<file path="src/rtl/assert_macros.svh">
// assertion helpers used by mono_framebuffer_text_draw
`ifndef ASSERT_MACROS_SVH
`define ASSERT_MACROS_SVH

// clocked property, disabled while reset is high
`define MFB_ASSERT(label, clk, rst, prop) \
   label: assert property (@(posedge clk) disable iff (rst) prop) \
      else $error("mfb assertion failed");

// clocked property, checked during reset as well
`define MFB_ASSERT_ALWAYS(label, clk, prop) \
   label: assert property (@(posedge clk) prop) \
      else $error("mfb assertion failed");

`endif

</file>
<file path="src/rtl/mfb_pkg.sv">
`timescale 1ns / 1ps
// ----------------------------------------------------------------------------
// mfb_pkg
// Shared constants, codes and types of the monochrome framebuffer text block.
// ----------------------------------------------------------------------------
package mfb_pkg;

   localparam int DISPLAY_WIDTH  = 128;
   localparam int DISPLAY_HEIGHT = 64;
   localparam int GLYPH_WORDS    = 2048;

   localparam int PAGE_COUNT  = (DISPLAY_HEIGHT + 7) / 8;
   localparam int FRAME_BYTES = PAGE_COUNT * DISPLAY_WIDTH;
   localparam int FRAME_AW    = $clog2(FRAME_BYTES);
   localparam int GLYPH_AW    = $clog2(GLYPH_WORDS);
   // glyph address before the modulo: code index up to 95 times height up to 31 rows
   localparam int GADDR_W     = (GLYPH_AW + 1 > 12) ? GLYPH_AW + 1 : 12;

   // pixel coordinates one bit wider than the panel, to hold origin plus glyph offset
   localparam int X_W = 8;
   localparam int Y_W = 7;

   localparam int FIRST_CODE = 32;

   localparam int REQ_DATA_W = 64;
   localparam int REQ_USER_W = 3;
   localparam int RSP_DATA_W = 16;
   localparam int CSR_IDX_W  = 2;
   localparam int CSR_DATA_W = 5;

   localparam logic [CSR_IDX_W-1:0] CSR_FONT_WIDTH  = 2'd0;
   localparam logic [CSR_IDX_W-1:0] CSR_FONT_HEIGHT = 2'd1;
   localparam logic [CSR_IDX_W-1:0] CSR_INVERT      = 2'd2;

   localparam logic [4:0] FONT_WIDTH_RST  = 5'd7;
   localparam logic [4:0] FONT_HEIGHT_RST = 5'd10;

   typedef enum logic [2:0] {
      ACT_FILL   = 3'd0,
      ACT_PIXEL  = 3'd1,
      ACT_CURSOR = 3'd2,
      ACT_CHAR   = 3'd3,
      ACT_FONT   = 3'd4,
      ACT_READ   = 3'd5
   } action_type;

   typedef enum logic [3:0] {
      ST_CLEAR,
      ST_IDLE,
      ST_FILL,
      ST_REDUCE,
      ST_GROW,
      ST_PIX_RD,
      ST_PIX_WR,
      ST_READ,
      ST_RDCAP,
      ST_DONE
   } state_type;

   typedef struct packed {
      logic [X_W-1:0] x;
      logic [Y_W-1:0] y;
      logic           white;
   } pix_req_type;

endpackage

</file>
<file path="src/rtl/mfb_pixel_unit.sv">
`timescale 1ns / 1ps
// ----------------------------------------------------------------------------
// mfb_pixel_unit
// Maps a pixel to its page byte and merges the pixel into that byte.
// ----------------------------------------------------------------------------
module mfb_pixel_unit (
   input  mfb_pkg::pix_req_type          pix,
   input  logic [7:0]                    old_byte,
   output logic [mfb_pkg::FRAME_AW-1:0]  byte_idx,
   output logic [7:0]                    new_byte
);

   logic [7:0] mask;

   always_comb begin
      mask     = 8'd1 << pix.y[2:0];
      new_byte = pix.white ? (old_byte | mask) : (old_byte & ~mask);
      // page = row / 8, byte = page * width + column
      byte_idx = mfb_pkg::FRAME_AW'(32'(pix.x)
                 + 32'(pix.y[mfb_pkg::Y_W-1:3]) * mfb_pkg::DISPLAY_WIDTH);
   end

endmodule

</file>
<file path="config.mk">
export PLATFORM = sky130hd
export DESIGN_NAME = mfb_pixel_unit
export DESIGN_NICKNAME = d
export VERILOG_FILES = /design/src/rtl/assert_macros.svh /design/src/rtl/mfb_pkg.sv /design/src/rtl/mfb_pixel_unit.sv
export SDC_FILE = /design/constraint.sdc
export NUM_CORES = 1
export LEC_CHECK = 0
export BUFFER_PORTS_ARGS = -buffer_cell sky130_fd_sc_hd__buf_4
export CAP_MARGIN = 20
export CORE_AREA = 3 3 40 42
export DETAILED_ROUTE_END_ITERATION = 10
export DIE_AREA = 0 0 43 45
export GPL_ROUTABILITY_DRIVEN = 0
export SLEW_MARGIN = 0
export SYNTH_ARGS = -nofsm -noshare
export SYNTH_HDL_FRONTEND = slang
export SYNTH_SLANG_ARGS = --single-unit
</file>
<file path="constraint.sdc">
create_clock -name vclk -period 0.8
set_clock_uncertainty 0.05 [all_clocks]
set_input_delay 0 -clock vclk [all_inputs]
set_output_delay 0 -clock vclk [all_outputs]
set_load 0.1 [all_outputs]
</file>
==> run summary, run 1 <==
The ratio of routed vias to standard cells is 4.19. Ranked by instance count, the synthesized netlist is headed by mux2_2, buf_4, nand3b_1, nor3b_1, ha_1. The average instance area after synthesis is 8.90 um^2. The fraction of post-synthesis cell area in the top cell type by area is 38.9%. The repair_antennas step left the layout with diodes totalling 0. The number of standard-cell rows in the floorplan is 13. The worst ir drop on vdd came out at 0.420 mV.

By area the synthesized netlist is led by mux2_2, buf_4, ha_1, nand3b_1, nor3b_1. Setup repair after global routing could not meet its margin everywhere. The routed layout has 268 vias.

The startpoint identified for the worst hold timing path is pix[9]. The register cell area after layout came out at 0 um^2. The post-layout worst setup margin is -0.130 ns. For this run, the total global-route usage over all layers was measured as 8.37%. The first-pass GRT wire length is 1280 um. The worst slew margin relative to its limit came out at 81.5%. The number of DRC markers after the initial detailed-route iteration came out at 1. The aggregate global routing overflow came out at 0. The sequential element share of the synthesized area came out at 0%.

Of the cells placed in the final design, the portion with a size suffix greater than 1 is 89.8%. Power spread over the standard cell area amounts to 1090 mW/mm^2. The number of antenna violations at the first check in global routing came to 0. The maximum clock frequency is 1080 MHz.

The number of top-level pins came out at 42. The detailed-routing iteration count for the pre-antenna-repair pass came out at 2. The number of pins with negative max-slew slack in the final report is 0. The critical-path maximum fanout is 6.

The count of endpoints failing hold in the final timing report is 7. The number of distinct library cells after synthesis came out at 8. The share of the clock period used by the worst path is 116%. The final-layout setup total negative slack is -0.640 ns. Power comes to 714 uW.

In the finished design the tool counted flip-flops and latches totalling 0. The run finished, with violations left. The routed wire length came out at 871 um.

The shortest period the worst path allows is 0.930 ns. The cell count after synthesis is 26. STA classifies the critical path startpoint as a primary input. Summed over all instances, the cell type with the most area after synthesis is mux2_2. The post-route DRC violation count came out at 0. The path with the worst hold slack has its endpoint at byte_idx[1]. By instance count, the leading cell after synthesis is mux2_2. At the worst endpoint, the arrival time is 0.88 ns.

The post-DP HPWL came out at 660 um. STA classifies the critical path endpoint as an output port. The height of the chip came out at 45 um. The placed instance count is 64. The core region is 0.00128 mm^2. The effective utilization at floorplan is 18.0%.

The quantity of I/O buffers inserted on ports came out at 27. The analysis attributes to cell leakage a power of 0.000298 uW. The tightest min-delay check is of the in2out type. The floorplan step defined a die boundary enclosing 0.00194 mm^2.

The netlist area before placement is 231 um^2. The transition time at the pin with the least slew margin is 0.280 ns. The max-cap check violation count is 0. The count of warnings emitted by yosys is 0.

The pin count of the biggest net entering global routing came out at 9. The minimum hold slack is -0.0500 ns. The final reports fail on hold timing, setup timing. From left edge to right edge, the die measures 43 um. The area overhead of the layout relative to synthesis is 182%. In the final routed layout, each cell accounts on average for 13.6 um. The cell depth of the worst min-delay path came out at 0. The via count of the first global-routing pass came to 281.

The number of nets produced by synthesis came out at 52. The worst setup path is of the in2out kind. After layout, the clock buffer instance count stands at 0. The required time of the worst setup path came out at 0.75 ns. After the last flow step, the layout net total stands at 77. The count of cells in the finished layout, fillers not included, comes to 64. The setup violation total in the final timing report came out at 9. The number of antenna-violating nets in the routed design is 0.
## kinds of logic (layout without fill, tap and decap cells)
| kind of cell | after synthesis | in the layout | share of synthesized area (%) |
|---|---|---|---|
| multiplexers | 8 | 8 | 38.9 |
| AND/OR/NAND/NOR | 8 | 8 | 23.8 |
| buffers and inverters | 7 | 30 | 22.7 |
| adder cells (fa/ha/maj) | 2 | 2 | 10.8 |
| XOR/XNOR | 1 | 1 | 3.78 |
## what timing repair did
item                                    4_1_cts  5_1_grt
pin swaps                                     2        0
setup buffers                                 0        0
gates cloned                                  0        0
gates resized for setup                      43        0
hold endpoints to repair                      7        7
endpoints found under the setup margin       10        9
## per-stage QoR
stage          setup WS, ns  hold WS (ns)  util (%)  cell area (um^2)
6_report             -0.130       -0.0500      50.8               653
4_1_cts              -0.129       -0.0493      50.8               653
2_1_floorplan        -0.130         0.156         -               287
5_1_grt              -0.150       -0.0498      50.8               653
3_5_place_dp         -0.200       -0.0493      37.2               478
3_3_place_gp         -0.197       -0.0493      37.2               478
## worst max path at each step
stage,start,endpoint,slack [ns],cells after the start
5_1_grt,pix[1],new_byte[6],-0.15,5
6_report,pix[3],new_byte[3],-0.13,5
3_5_place_dp,pix[1],new_byte[4],-0.20,4
4_1_cts,pix[1],new_byte[6],-0.13,5
2_1_floorplan,pix[4],byte_idx[9],-0.13,3
3_3_place_gp,pix[3],new_byte[2],-0.20,4
## final cells by class
type                       count  area, um^2
timing repair buffer          30         370
fill                         110         632
tap                           15        18.8
multi-input combinational     19         264
## worst max-delay path, stage by stage
cell	delay (ns)
buf_8	0.11
buf_6	0.11
nand3b_1	0.17
mux2_4	0.32
buf_12	0.17
## cells in the final DEF (no fill, tap or decap), drive strengths merged
master   n
buf     30
mux2     8
nand3b   3
nor3b    3
ha       2
nor3     1
nand3    1
xor2     1
## per-layer routing
layer | wire (um) | vias up | GRT usage, % | part of all wire (%)
li1 | - | 134 | - | -
met1 | 316 | 120 | 10.0 | 36
met2 | 480 | 14 | 15.9 | 55
met3 | 74 | 0 | 1.99 | 8.5
met4 | 0 | 0 | 0.602 | 0
met5 | 0 | - | 0 | 0
## power by group
part	total, uW	switching (uW)	internal (uW)
sequential	0	0	0
clock	0	0	0
combinational	714	429	285
total	714	429	285
No activity file was read; power rests on OpenSTA's default activity.
==> run 2: changes to the inputs <==
BUFFER_PORTS_ARGS = -buffer_cell sky130_fd_sc_hd__buf_2   (was -buffer_cell sky130_fd_sc_hd__buf_4)
CAP_MARGIN = 30   (was 20)
==> run 2 against run 1 <==
Effect of this change:
- the flow still finishes with violations (hold timing, setup timing)
- maximum frequency fell by 0.26%
- core utilization rose by 1.7 points
- first-iteration DRC count fell by 100%
- via count rose by 0.75%
- critical path depth did not move
- count of clock-buffer cells in the layout did not move
- hold slack did not move
==> run summary, run 2 (synthesis gave the netlist of run 1 again) <==
The run finished, with violations left. The final reports fail on hold timing, setup timing. The kind of cell adding the most delay to the critical path is buffers and inverters. The delay of the slowest critical-path stage is 0.33 ns.

The highest-delay cell along the critical path is mux2_4. The placement-stage cell area came out at 538 um^2. The first-pass GRT wire length came out at 1400 um. 42 I/O pins were placed. The number of diodes added for antenna fixing is 0. In this run the static leakage power is 0.000308 uW. The critical-path maximum fanout is 5. The worst path buffer plus inverter count is 3. The minimum hold slack came out at -0.0500 ns. The worst ir drop on vdd came out at 0.508 mV. The finished cells cover 674 um^2.

The quantity of I/O buffers inserted on ports came out at 27. The path class of the tightest hold or removal check is in2out. The count of endpoints failing hold in the final timing report is 7.

The die covers 0.00194 mm^2. Setup slack on the critical path of the routed design comes to -0.132 ns. The max-cap check violation count came out at 0.

The all-layer global routing usage is 9.13%. The library cells used most frequently in the layout, excluding fill and tap cells, are buf_2, buf_12, mux2_4. For this run, the detailed router's first-pass iteration total came to 1. The number of antenna-violating nets in the routed design came out at 0. The launching instance or port of the critical path is pix[3].

The critical path is of the in2out type. The layout cell share with drive strength beyond 1 is 92.0%. The shortest period the worst path allows came out at 0.932 ns.

In this run the vertical extent of the chip is 45 um. The share of the clock period used by the worst path is 117%. The count of fill cells added during filler insertion came out at 111. The number of setup buffers added after CTS is 0. Adding up every negative setup slack in the final design gives -0.794 ns. The via count of the first global-routing pass is 298. At the placement stage, the worst setup path has a slack of -0.268 ns.

The register cell area after layout is 0 um^2. The maximum clock frequency is 1070 MHz. The setup violation total in the final timing report came out at 8. Setup repair after global routing could not meet its margin everywhere.

The data arrival time of the critical path came out at 0.88 ns. The footprint of the multi-input gates came out at 275 um^2. The post-route DRC violation count is 0. The launching element type of the critical path is a primary input. For hold timing, the worst endpoint is byte_idx[1]. From synthesis to final layout, the design area changed by 191%.

In this run the core area contains 13 standard-cell rows. The total core area is 0.00128 mm^2. The count of vias placed by the detailed router came out at 270. The type of element capturing the critical path is an output port. The most numerous cell type found on the critical path is buf_12. For this run, the post-layout net count is 78. The power density of the placed cells is 1110 mW/mm^2. In the final routed layout, each cell accounts on average for 13.2 um. For this run the aggregate overflow at the end of global routing stands at 0. The post-DP HPWL came out at 614 um. Along the worst hold path, the cell count comes to 0. The clock tree buffer count of the final layout is 0. The initial utilization of the core area, before any placement, comes to 18.0%. The startpoint identified for the worst hold timing path is pix[9]. The routed wire length came out at 856 um. The transition time at the pin with the least slew margin came out at 0.193 ns. The ratio of routed vias to standard cells is 4.15. From left edge to right edge, the die measures 43 um. The number of DRC markers after the initial detailed-route iteration is 0.

Entering global routing, the biggest net connects 9 pins. The number of pins with negative max-slew slack in the final report is 0. The number of flip-flops and latches came out at 0. The required time of the worst setup path is 0.75 ns. In this run the tightest slew margin relative to its limit is 87.1%.

Traced cell by cell, the critical path runs through buf_12 -> buf_6 -> nand3b_1 -> mux2_4 -> buf_12. The number of antenna violations at the first check in global routing is 0.
[run 2: final cells by class]
type	instances	area share [%]
multi-input combinational	19	40.8
tap	15	2.78
timing repair buffer	31	56.4
[run 2: timing repair]
item | CTS | global route
pin swaps | 1 | 2
hold endpoints to repair | 7 | 7
endpoints found under the setup margin | 9 | 9
resized for setup | 31 | 3
[run 2: worst max path at each step]
stage / to / cells after the start
2_1_floorplan: byte_idx[9] / 3
3_3_place_gp: new_byte[0] / 4
3_5_place_dp: new_byte[0] / 4
4_1_cts: new_byte[3] / 5
5_1_grt: new_byte[6] / 5
6_report: new_byte[3] / 5
[run 2: where the power goes]
group          switching [uW]  leakage [uW]  internal, uW
Sequential                  0             0             0
Combinational             438      0.000308           309
Clock                       0             0             0
[run 2: layer usage]
metal | track usage (%) | part of all wire, % | up-vias
met5 | 0 | 0 | -
met3 | 1.59 | 9.8 | 0
li1 | - | - | 136
met2 | 15.6 | 54 | 14
met4 | 0.602 | 0 | 0
met1 | 12.6 | 36 | 120
[run 2: metrics by stage]
stage,hold slack (ns),std cells,utilization (%),power (uW)
final,-0.0500,65,52.5,747
after global routing,-0.0498,65,52.5,772
after CTS,-0.0493,65,51.2,739
after detailed placement,-0.0493,65,41.9,662
after global placement,-0.0493,65,41.9,660
after floorplan,0.156,26,-,601
